<file path="src/rtl/core/mcsp_pkg.sv">
// ----------------------------------------------------------------------------
// mcsp_pkg: shared definitions for the servo pulse generator
// Types, codes and constants used by the channel cells and the top level.
// ----------------------------------------------------------------------------
package mcsp_pkg;

  // Field and register widths
  localparam int LEVEL_W   = 22;
  localparam int CHAN_W    = 5;
  localparam int PCT_W     = 8;
  localparam int WIDTH_W   = 12;
  localparam int TICK_W    = 16;
  localparam int GAIN_W    = 4;
  localparam int CFG_IDX_W = 2;
  localparam int CFG_DAT_W = 16;

  // Defaults and limits
  localparam int                   CHANNELS_DEF      = 22;
  localparam logic [TICK_W-1:0]    PERIOD_RESET      = 16'd20000;
  localparam logic [WIDTH_W-1:0]   CENTER_RESET      = 12'd1500;
  localparam logic [GAIN_W-1:0]    GAIN_RESET        = 4'd4;
  localparam logic signed [PCT_W-1:0] PERCENT_LIMIT  = 8'sd100;
  localparam logic [WIDTH_W-1:0]   WIDTH_MAX         = 12'd4095;

  // Item kinds
  typedef enum logic [1:0] {
    MODE_TICK    = 2'd0,
    MODE_SET     = 2'd1,
    MODE_PUBLISH = 2'd2,
    MODE_UNUSED  = 2'd3
  } mode_t;

  // Result status codes
  typedef enum logic [1:0] {
    STATUS_OK       = 2'd0,
    STATUS_BAD_CHAN = 2'd1,
    STATUS_BAD_PCT  = 2'd2
  } status_t;

  // Register indexes
  typedef enum logic [CFG_IDX_W-1:0] {
    REG_PERIOD = 2'd0,
    REG_CENTER = 2'd1,
    REG_GAIN   = 2'd2
  } reg_idx_t;

  // Command broadcast from the top level to every channel cell
  typedef struct packed {
    logic               stage_we;
    logic [WIDTH_W-1:0] stage_width;
    logic               copy;
    logic [TICK_W-1:0]  tick_count;
  } cell_cmd_t;

  // One result beat
  typedef struct packed {
    logic [LEVEL_W-1:0] pin_levels;
    logic               frame_start;
    logic [1:0]         status;
  } result_t;

endpackage

</file>
<file path="src/rtl/core/mcsp_cell.sv">
// ----------------------------------------------------------------------------
// mcsp_cell: one servo channel
// Holds the staged and active pulse width of a channel, computes its pin level
// for the current tick and shifts it into the level vector handed down the row.
// ----------------------------------------------------------------------------
module mcsp_cell
  import mcsp_pkg::*;
(
  input  logic               clk,
  input  logic               rst_n,
  input  logic               stage_sel,
  input  cell_cmd_t          cmd,
  input  logic [LEVEL_W-1:0] levels_in,
  output logic [LEVEL_W-1:0] levels_out
);

  logic [WIDTH_W-1:0] staged_r, staged_nxt;
  logic [WIDTH_W-1:0] active_r, active_nxt;
  logic [WIDTH_W-1:0] active_now;
  logic               level;

  // The width seen on this tick already includes a copy taken at frame start.
  always_comb begin
    active_now = cmd.copy ? staged_r : active_r;
    active_nxt = active_now;
    staged_nxt = (cmd.stage_we && stage_sel) ? cmd.stage_width : staged_r;
    level      = (active_now != '0) && ({4'd0, active_now} > cmd.tick_count);
  end

  // Shift this channel's level in below those of the higher channels.
  assign levels_out = {levels_in[LEVEL_W-2:0], level};

  always_ff @(posedge clk) begin
    if (!rst_n) begin
      staged_r <= '0;
      active_r <= '0;
    end else begin
      staged_r <= staged_nxt;
      active_r <= active_nxt;
    end
  end

endmodule

</file>
<file path="src/rtl/core/multi_channel_servo_pulse_generator.sv">
// ----------------------------------------------------------------------------
// multi_channel_servo_pulse_generator: servo pulse frames for many channels
// A row of channel cells driven by one item stream and one tick counter.
// ----------------------------------------------------------------------------
// Usage: every input beat is a tick of one microsecond, a channel setting or
// a publish request, selected by in_mode. Each accepted beat yields exactly
// one result beat on the out_ channel: the pin levels held after the beat, a
// frame start flag and a status code for channel settings.
// The result is registered. Throughput is one beat per cycle while the skid
// register is empty; every channel cell evaluates its comparison in parallel,
// so the cycle time is set by the width arithmetic and the per-cell compare.
// A two-entry output stage (result register plus skid register) lets the
// block keep accepting while the receiver stalls; in_ready drops only when
// both entries are full.
// Configuration writes on the cfg_ channel are always taken and must only
// happen while the block is idle. After reset the registers hold their
// defaults, all channels are off, the tick counter is zero and a publish is
// pending so the first frame copies the staged widths.
// ----------------------------------------------------------------------------
module multi_channel_servo_pulse_generator
  import mcsp_pkg::*;
#(
  parameter int CHANNELS = CHANNELS_DEF
) (
  input  logic                        clk,
  input  logic                        rst_n,
  // Configuration write channel
  input  logic                        cfg_valid,
  output logic                        cfg_ready,
  input  logic [CFG_IDX_W-1:0]        cfg_index,
  input  logic [CFG_DAT_W-1:0]        cfg_data,
  // Input item channel
  input  logic                        in_valid,
  output logic                        in_ready,
  input  logic [1:0]                  in_mode,
  input  logic [CHAN_W-1:0]           in_channel_index,
  input  logic signed [PCT_W-1:0]     in_percent,
  input  logic                        in_turn_off,
  // Result channel
  output logic                        out_valid,
  input  logic                        out_ready,
  output logic [LEVEL_W-1:0]          out_pin_levels,
  output logic                        out_frame_start,
  output logic [1:0]                  out_status
);

  localparam logic [CHAN_W:0] CHAN_LIMIT = (CHAN_W+1)'(CHANNELS);

  // Configuration registers
  logic [TICK_W-1:0]  period_r;
  logic [WIDTH_W-1:0] center_r;
  logic [GAIN_W-1:0]  gain_r;

  // Frame state
  logic [TICK_W-1:0]  tick_r, tick_nxt;
  logic               pending_r, pending_nxt;
  logic [LEVEL_W-1:0] held_r, held_nxt;

  // Output stage
  logic    main_valid_r, skid_valid_r;
  result_t main_r, skid_r;
  result_t res;

  logic                     accept;
  mode_t                    mode;
  cell_cmd_t                cmd;
  logic [CHANNELS-1:0]      stage_sel;
  logic [LEVEL_W-1:0]       lv [0:CHANNELS];
  logic signed [13:0]       gain_ext;
  logic signed [13:0]       pct_ext;
  logic signed [13:0]       width_raw;
  logic [WIDTH_W-1:0]       width_sat;
  logic [TICK_W-1:0]        tick_inc;
  logic                     frame_start;
  logic                     pct_bad;
  logic                     chan_bad;

  assign cfg_ready = 1'b1;
  assign in_ready  = !skid_valid_r;
  assign accept    = in_valid && in_ready;
  assign mode      = mode_t'(in_mode);

  // Configuration register writes; indexes beyond the list are ignored.
  always_ff @(posedge clk) begin
    if (!rst_n) begin
      period_r <= PERIOD_RESET;
      center_r <= CENTER_RESET;
      gain_r   <= GAIN_RESET;
    end else if (cfg_valid && cfg_ready) begin
      case (reg_idx_t'(cfg_index))
        REG_PERIOD: period_r <= cfg_data;
        REG_CENTER: center_r <= cfg_data[WIDTH_W-1:0];
        REG_GAIN:   gain_r   <= cfg_data[GAIN_W-1:0];
        default:    ;
      endcase
    end
  end

  // Width of a set item: centre plus gain times percent, saturated to 1..4095.
  // Both factors are widened to the full sum width before the product.
  always_comb begin
    gain_ext  = $signed({10'd0, gain_r});
    pct_ext   = {{6{in_percent[PCT_W-1]}}, in_percent};
    width_raw = $signed({2'b00, center_r}) + gain_ext * pct_ext;
    if (width_raw < 14'sd1) begin
      width_sat = 12'd1;
    end else if (width_raw > $signed({2'b00, WIDTH_MAX})) begin
      width_sat = WIDTH_MAX;
    end else begin
      width_sat = width_raw[WIDTH_W-1:0];
    end
  end

  assign chan_bad    = {1'b0, in_channel_index} >= CHAN_LIMIT;
  assign pct_bad     = (in_percent < -PERCENT_LIMIT) || (in_percent > PERCENT_LIMIT);
  assign frame_start = (tick_r == '0);
  assign tick_inc    = tick_r + 16'd1;

  // Decode the item into a cell command and the next frame state.
  always_comb begin
    cmd.stage_we    = 1'b0;
    cmd.stage_width = in_turn_off ? '0 : width_sat;
    cmd.copy        = 1'b0;
    cmd.tick_count  = tick_r;
    tick_nxt        = tick_r;
    pending_nxt     = pending_r;
    held_nxt        = held_r;
    res.status      = STATUS_OK;
    res.frame_start = 1'b0;
    case (mode)
      MODE_TICK: begin
        cmd.copy        = accept && frame_start && pending_r;
        res.frame_start = frame_start;
        held_nxt        = lv[0];
        tick_nxt        = (tick_inc >= period_r) ? '0 : tick_inc;
        if (frame_start) begin
          pending_nxt = 1'b0;
        end
      end
      MODE_SET: begin
        if (chan_bad) begin
          res.status = STATUS_BAD_CHAN;
        end else if (!in_turn_off && pct_bad) begin
          res.status = STATUS_BAD_PCT;
        end else begin
          cmd.stage_we = accept;
        end
      end
      MODE_PUBLISH: begin
        pending_nxt = 1'b1;
      end
      default: ;
    endcase
    res.pin_levels = held_nxt;
  end

  // Row of channel cells; the level vector is handed from the highest
  // channel down to channel zero.
  assign lv[CHANNELS] = '0;

  genvar g;
  generate
    for (g = 0; g < CHANNELS; g++) begin : g_cell
      assign stage_sel[g] = (in_channel_index == CHAN_W'(g));
      mcsp_cell u_cell (
        .clk        (clk),
        .rst_n      (rst_n),
        .stage_sel  (stage_sel[g]),
        .cmd        (cmd),
        .levels_in  (lv[g+1]),
        .levels_out (lv[g])
      );
    end
  endgenerate

  // Frame state registers, updated on each accepted beat.
  always_ff @(posedge clk) begin
    if (!rst_n) begin
      tick_r    <= '0;
      pending_r <= 1'b1;
      held_r    <= '0;
    end else if (accept) begin
      tick_r    <= tick_nxt;
      pending_r <= pending_nxt;
      held_r    <= held_nxt;
    end
  end

  // Output stage: a result register backed by a skid register.
  always_ff @(posedge clk) begin
    if (!rst_n) begin
      main_valid_r <= 1'b0;
      skid_valid_r <= 1'b0;
    end else if (main_valid_r && !out_ready) begin
      if (accept) begin
        skid_valid_r <= 1'b1;
      end
    end else if (skid_valid_r) begin
      main_valid_r <= 1'b1;
      skid_valid_r <= 1'b0;
    end else begin
      main_valid_r <= accept;
    end
  end

  always_ff @(posedge clk) begin
    if (main_valid_r && !out_ready) begin
      if (accept) begin
        skid_r <= res;
      end
    end else if (skid_valid_r) begin
      main_r <= skid_r;
    end else if (accept) begin
      main_r <= res;
    end
  end

  assign out_valid       = main_valid_r;
  assign out_pin_levels  = main_r.pin_levels;
  assign out_frame_start = main_r.frame_start;
  assign out_status      = main_r.status;

endmodule

</file>
<file path="config.mk">
export PLATFORM = sky130hd
export DESIGN_NAME = multi_channel_servo_pulse_generator
export DESIGN_NICKNAME = d
export VERILOG_FILES = /design/src/rtl/core/mcsp_pkg.sv /design/src/rtl/core/mcsp_cell.sv /design/src/rtl/core/multi_channel_servo_pulse_generator.sv
export SDC_FILE = /design/constraint.sdc
export NUM_CORES = 2
export LEC_CHECK = 0
export ABC_CLOCK_PERIOD_IN_PS = 6000
export BUFFER_PORTS_ARGS = -buffer_cell sky130_fd_sc_hd__buf_2
export CELL_PAD_IN_SITES_DETAIL_PLACEMENT = 0
export CELL_PAD_IN_SITES_GLOBAL_PLACEMENT = 1
export CORE_ASPECT_RATIO = 0.9
export CORE_MARGIN = 5
export CORE_UTILIZATION = 40
export CTS_BUF_LIST = sky130_fd_sc_hd__clkbuf_8
export DETAILED_ROUTE_END_ITERATION = 8
export PLACE_DENSITY_LB_ADDON = 0.1
export RECOVER_POWER = 25
export SYNTH_ARGS = -nofsm -noshare
export SYNTH_HDL_FRONTEND = slang
export SYNTH_SLANG_ARGS = --single-unit
</file>
<file path="constraint.sdc">
create_clock -name clk -period 6 [get_ports clk]
set_input_delay 1.2 -clock clk [delete_from_list [all_inputs] [get_ports clk]]
set_output_delay 1.2 -clock clk [all_outputs]
set_load 0.1 [all_outputs]
</file>
Word level (Yosys, flattened, before mapping)
Index checks and enable logic that the tools add are counted.
Operators by class
  multiply operators: 1
  divide/modulo/power cells: 0
  bitwise gates (word level): 1
  equal/unequal tests: 26
  shift operators: 0
  order comparisons: 28
  reductions and logical operators: 89
  muxes and demuxes: 40
  add/subtract/negate cells: 2
Operators by type and width (count)
  $gt 12x16->1: 22
  $mux 12: 25
  $reduce_bool 12->1: 22
  $mux 25: 2
  $logic_and 1x1->1: 49
  $eq 5x4->1 const B: 8
  $eq 5x5->1 const B: 6
  $mux 22: 1
  $eq 5x3->1 const B: 4
  $add 16x1->16 const B: 1
  $ge 16x16->1: 1
  $logic_not 16->1: 1
  $mux 16: 1
  $add 13x13->14: 1
  $gt 14x13->1 const B: 1
  $lt 14x2->1 const B: 1
  $reduce_and 2->1: 7
  $mul 5x8->13: 1
  $eq 5x2->1 const B: 2
  $gt 8x8->1 const B: 1
  $lt 8x8->1 const B: 1
  $mux 1: 7
  $mux 2: 3
  $eq 5x1->1 const B: 1
  12 further kinds: 18
Word-level totals
  bits of input ports: 39
  memory bits (read-only): 0
  RAM bits: 0
  word-level logic and storage cells: 245
  bits in registers: 651
  output and inout bits: 28
  bits in latches: 0
  memories kept: 0

Longest topological paths before layout
  word-level depth: 11
  depth in mapped cells: 22
  mapped depth without buffers: 17

By module
Synthesis repeated with hierarchy kept, for this count alone.
Second synthesis, totals
  cell total of the unflattened synthesis: 4460
  area total of the unflattened synthesis: 40395.0 µm²
Modules (own cells, without submodules)
  mcsp_cell: cells an instance 166, instances 22, sequential area each 480.5 µm², area each 1482.7 µm²
  multi_channel_servo_pulse_generator: cells an instance 808, instances 1, sequential area each 2962.8 µm², area each 7776.2 µm²

Least setup slack after synthesis
Ideal clock, no wire load.
  kind: input to register
  from: input port in_percent[7]
  to: register g_cell[6].u_cell.staged_r[0]
  library setup time: 123 ps
  path slack: 617 ps
  required time: 5877 ps
  stages on the path: 17
  path buffers: 1
  arrival: 5261 ps
  path through: and2_1 inv_1 fa_1 inv_1 fa_1 inv_1 fa_1 inv_1 ha_1 a21o_1 o211a_1 nor3_1 nor4_4 a2111o_4 nand2_4 buf_12 o21ai_2
Between the ends
  word-level cells in the longest chain between the ends: 7
  elaborated cells on any way between the ends: 15
  classes of those cells: add/sub: 1; mul: 1; order compare: 4; mux: 6; reduce/logical: 3
Ends and longest elaborated chain
  start, declared: RTL line multi_channel_servo_pulse_generator.sv:37  | input logic signed [PCT_W-1:0] in_percent,
  parallel branches: the longest is 7 deep, another holds $add 13x13->14
  end signal, assigned: RTL line mcsp_cell.sv:38  | staged_r <= staged_nxt;
  end, declared: RTL line mcsp_cell.sv:17  | logic [WIDTH_W-1:0] staged_r, staged_nxt;
Several ways; the timed one is not identified.
A chain may end at the register's enable or synchronous reset.

Worst setup path in the final report
  from: register tick_r[2]
  to: register main_r, in the netlist out_pin_levels[11] (data pin)
Between the ends
  word-level cells in the longest chain between the ends: 10
  elaborated cells on any way between the ends: 11
  classes of those cells: order compare: 1; mux: 5; reduce/logical: 5
Ends and longest elaborated chain
  start, declared: RTL line multi_channel_servo_pulse_generator.sv:55  | logic [TICK_W-1:0] tick_r, tick_nxt;
  start signal, assigned: RTL line multi_channel_servo_pulse_generator.sv:183  | tick_r <= tick_nxt;
  $logic_not 16->1 (*): RTL line multi_channel_servo_pulse_generator.sv:116  | assign frame_start = (tick_r == '0);
  $logic_and 1x1->1 (*) (2 in series): RTL line multi_channel_servo_pulse_generator.sv:132  | cmd.copy = accept && frame_start && pending_r;
  $mux 1 (*): RTL line multi_channel_servo_pulse_generator.sv:130  | case (mode)
  $mux 12 (*): RTL line mcsp_cell.sv:24  | active_now = cmd.copy ? staged_r : active_r;
  named net g_cell[11].u_cell.active_now[1]: RTL line mcsp_cell.sv:19  | logic [WIDTH_W-1:0] active_now;
  $gt 12x16->1 / $reduce_bool 12->1 (equally long branches): RTL line mcsp_cell.sv:27  | level = (active_now != '0) && ({4'd0, active_now} > cmd.tick_count);
  $logic_and 1x1->1 (*): RTL line mcsp_cell.sv:27
  $mux 22 (*): RTL line multi_channel_servo_pulse_generator.sv:130
  named net held_nxt[11]: RTL line multi_channel_servo_pulse_generator.sv:57  | logic [LEVEL_W-1:0] held_r, held_nxt;
  $mux 25 (*): RTL line multi_channel_servo_pulse_generator.sv:213  | end else if (accept) begin
  $mux 25 (*): RTL line multi_channel_servo_pulse_generator.sv:211  | end else if (skid_valid_r) begin
  end signal, assigned: RTL line multi_channel_servo_pulse_generator.sv:212  | main_r <= skid_r;
  end signal, assigned: RTL line multi_channel_servo_pulse_generator.sv:214  | main_r <= res;
  end, declared: RTL line multi_channel_servo_pulse_generator.sv:61  | result_t main_r, skid_r;
Mark *: on every way through the listed nets, which the timed path passes. The rest lies on a longest branch. The select of a mux whose other input is x is not followed.

==> reports/metrics.yaml <==
synth:
  synth-edff-count: 50
  synth_ff_type: "dfxtp_1"
  syn_area_per_cell_sq_um: 9.61
  syn_area_sq_um: 34200
  synth-seq-cells: 651
  synth_area_leader_cell: "dfxtp_1"
  synth_nets: 3930
  ys_top_cells_by_area: "dfxtp_1 (35%), ha_1 (11%), mux2_2 (8.8%), and2_1 (4.9%), edfxtp_1 (4.4%)"
  ys_seq_area_share_pct: 39.6
  synthArstFlopShare_pct: 0
  ys_warn_count: 0
  syn_inst: 3552
  synth_top_area_share_pct: 35.2
  netlist-cell-type-count: 83
timing:
  skew_ps: 63.8
  hold_viol: 0
  setup-violations-final: 0
  holdWs_ps: 464
  slew_headroom_pct: -44.7
  slew_violations: 31
  max_freq_mhz: 181
  fin_crit_sh_pct: 92.0
  fin_crit_ps: 5520
  rsz0062_at_grt: "no"
  worst_slew_pin_slew_ps: 2170
setup_path:
  r2r-end: "out_pin_levels[11]$_DFFE_PP_"
  critical_path.max_fanout: 21
  endpoint_kind: "register"
  cp-start-kind: "register"
  cp.required_ps: 6450
  r2r_slack_ps: 480
  reg2reg_depth: 15
  r2r-start: "tick_r[2]$_SDFFE_PN0P_"
  worstSetupPathType: "reg -> reg"
  crit_arrival_ps: 5960
power_and_ir_drop:
  power_leakage_nw: 15.6
  p_switching_mw: 3.06
  p_int_mw: 7.07
  swShare_pct: 30.2
  peakVddDrop_v: 0.000253
  pwr-share-clk_pct: 41.0
  power.density_nw_per_um2: 266
  power_frac_seq_pct: 43.6
  comb_power_share_pct: 15.4
placed_design:
  io_buffers: 65
  dp_hpwl_microns: 74000
  dpl.cell_count: 4646
  place_area_sq_um: 35800
  gp_routability_congestion: 0.843
grt:
  antenna_found_initial: 11
  grt_start_max_net_pins: 121
  gr-usage-met3_pct: 4.12
  use_met1_pct: 32.0
  met2_usage_pct: 36.2
  grt.overflow.total: 0
  grt_pass1_wl_microns: 163000
  grt-busiest-layer: "met2"
  track_usage_pct: 22.8
  grt_pass1_vias: 27100
finish:
  finalNetCount: 4006
  finish.utilization_pct: 45.0
  fill_cells: 8184
  syn2layout_area_growth_pct: 11.5
  regArea_sq_um: 13500
  final-instance-count-excl-fill: 4862
  fin_area_sq_um: 38100
  multi_input_area_sq_um: 19500
  drive_above_1_share_pct: 15.1
die:
  boundaryPins: 67
  die_h_microns: 287
  initial_core_util_pct: 40.4
  rows: 101
  die_area_sq_um: 91300
  core_area_sq_um: 84500
  dieWidth_microns: 318
clocking:
  post_cts_buffers: 0
  cts.sinks: 651
  cts_resized: 0
  cts_tree: "yes"
  clk_pin_slew_ps: 60
  clock_path_buffers: 3
  cts_htree_levels: 3
  insertion_delay_ps: 760
  hold_buffers: 0
  cts_made_buffers: 113
  root_buffer: "clkbuf_8"
drt:
  dr.first_iter.drc_count: 1694
  route.detailed.drc: 0
  via_count: 26900
  drt_wl_total_microns: 107000
  dr.pass1.iters: 7
  routedWlPerCell_microns: 21.9
  ant_nets: 0
  vias_per_cell: 5.52
worst_hold_path:
  hold_path.class: "reg -> reg"
  min_to: "period_r[7]$_SDFFE_PN0P_"
  min_path_cells: 2
  hp-start: "period_r[7]$_SDFFE_PN0P_"
run_status:
  run_status: "complete, but fails checks"
  violations: "capacitance limit, slew limit"
job:
  cap_violations: 2
[per-stage QoR]
stage	setup WS, ps	power (mW)	TNS (ps)
after floorplan	617	5.40	0
after global placement	11.9	6.06	0
after detailed placement	-58.6	6.08	-90.2
after CTS	732	10.2	0
after global routing	291	10.6	0
final	482	10.1	0
[area by class of cell]
type,count,area share [%]
multi-input combinational,2631,51.2
sequential,651,35.5
clock buffer,142,5.13
tap,1133,3.72
timing repair buffer,139,2.45
clock inverter,69,0.992
inverter,92,0.907
antenna,5,0.0329
[cells by family (layout without fill, tap and decap cells)]
| kind of cell | after synthesis | in the layout | share of synthesized area, % |
|---|---|---|---|
| other cells | 1 | 6 | 0.0110 |
| mux | 317 | 317 | 10.3 |
| buf+inv | 270 | 442 | 3.33 |
| compound gates | 700 | 700 | 13.5 |
| xor+xnor | 25 | 25 | 0.641 |
| fa+ha+maj | 339 | 339 | 13.1 |
| simple gates | 1249 | 1249 | 19.6 |
| flops | 651 | 651 | 39.6 |
[cell usage after synthesis (all sizes together), types with 3 or more instances]
| master | number |
|---|---|
| nand2 | 356 |
| fa | 29 |
| o21ai | 232 |
| mux2 | 267 |
| mux2i | 50 |
| and2 | 268 |
| o21a | 69 |
| a211o | 4 |
| nor2b | 124 |
| nor2 | 61 |
| buf | 60 |
| o211ai | 55 |
| a31oi | 9 |
| clkbuf | 118 |
| nand3b | 6 |
| a21o | 13 |
| xnor2 | 18 |
| inv | 91 |
| ha | 310 |
| nand2b | 12 |
| a32o | 3 |
| nor4 | 139 |
| and3 | 7 |
| a211oi | 25 |
| xor2 | 7 |
| nand4 | 89 |
| or4 | 5 |
| dfxtp | 601 |
| o21bai | 5 |
| nand3 | 104 |
| a31o | 19 |
| o2111a | 3 |
| o22ai | 8 |
| nor3b | 6 |
| or2 | 6 |
| or3 | 4 |
| a21oi | 117 |
| o31ai | 44 |
| a21boi | 86 |
| nor3 | 54 |
| edfxtp | 50 |
[cell usage in the layout (no fill, tap or decap), types with 9 or more instances in the layout]
cell type,synthesis,routed
mux2_1,0,43
fa_1,29,29
mux2i_1,50,50
a21boi_0,81,81
nor4_1,137,137
dfxtp_1,601,600
a31o_2,19,19
o31ai_1,43,43
a21o_1,13,13
o21ai_2,10,11
nand3_1,104,104
clkbuf_1,116,36
buf_4,3,60
nand2b_1,12,12
clkinv_2,0,10
and2_1,267,265
o211ai_1,55,55
inv_1,91,121
o21ai_1,11,10
nor3_1,54,54
a211oi_1,23,23
o21a_1,69,69
a21oi_1,116,116
nand4_1,89,89
nor2_2,7,9
clkinv_1,1,17
o21ai_0,211,211
buf_2,44,34
clkbuf_8,1,142
mux2_2,267,224
nor2b_1,124,124
edfxtp_1,50,50
ha_1,310,310
nor2_1,54,51
nand2_1,354,354
xnor2_1,18,18
[registers in the layout, indices dropped and copies added (netlist names)]
register / count
g_cell.u_cell.active_r: 264
g_cell.u_cell.staged_r: 264
skid_r: 25
held_r: 22
out_pin_levels: 22
period_r: 16
tick_r: 16
center_r: 12
gain_r: 4
out_status: 2
out_frame_start: 1
out_valid: 1
pending_r: 1
skid_valid_r: 1
[worst max-delay path, cell delays in order (launching register included)]
cell and delay [ps]:
dfxtp_1 370, nor4_1 540, nand4_1 450, nor2_1 620, buf_12 280, clkbuf_1 720
mux2_2 430, ha_1 290, nor2b_1 140, o21a_1 160, o21ai_0 150, a21oi_1 90
o31ai_1 210, a31o_2 290, o21ai_0 140, mux2_2 320
[power groups by stage]
| stage | Sequential (mW) | Combinational (mW) | Clock (mW) |
|---|---|---|---|
| floorplan | 4.58 | 0.824 | 0 |
| global placement | 4.51 | 1.55 | 0 |
| detailed placement | 4.51 | 1.57 | 0 |
| CTS | 4.41 | 1.57 | 4.26 |
| global route | 4.42 | 1.67 | 4.47 |
| finish | 4.42 | 1.56 | 4.15 |
[worst max path at each step]
stage | startpoint | endpoint | slack (ps)
after detailed placement | in_percent[7] | g_cell[20].u_cell.staged_r[0]$_SDFFE_PN0P_ | -60
final | tick_r[2]$_SDFFE_PN0P_ | out_pin_levels[11]$_DFFE_PP_ | 480
after floorplan | in_percent[7] | g_cell[6].u_cell.staged_r[0]$_SDFFE_PN0P_ | 620
after CTS | gain_r[1]$_SDFFE_PN0P_ | g_cell[20].u_cell.staged_r[0]$_SDFFE_PN0P_ | 730
after global placement | in_percent[7] | g_cell[21].u_cell.staged_r[0]$_SDFFE_PN0P_ | 10
after global routing | tick_r[2]$_SDFFE_PN0P_ | out_pin_levels[11]$_DFFE_PP_ | 290
[layer usage]
layer	vias to the layer above	share of wire (%)	wire, microns
met5	-	0.012	13
met4	2	2.6	2770
met3	180	5.4	5780
met2	668	44	46600
met1	13000	48	51400
li1	13000	-	-
No activity file was read; power rests on OpenSTA's default activity.
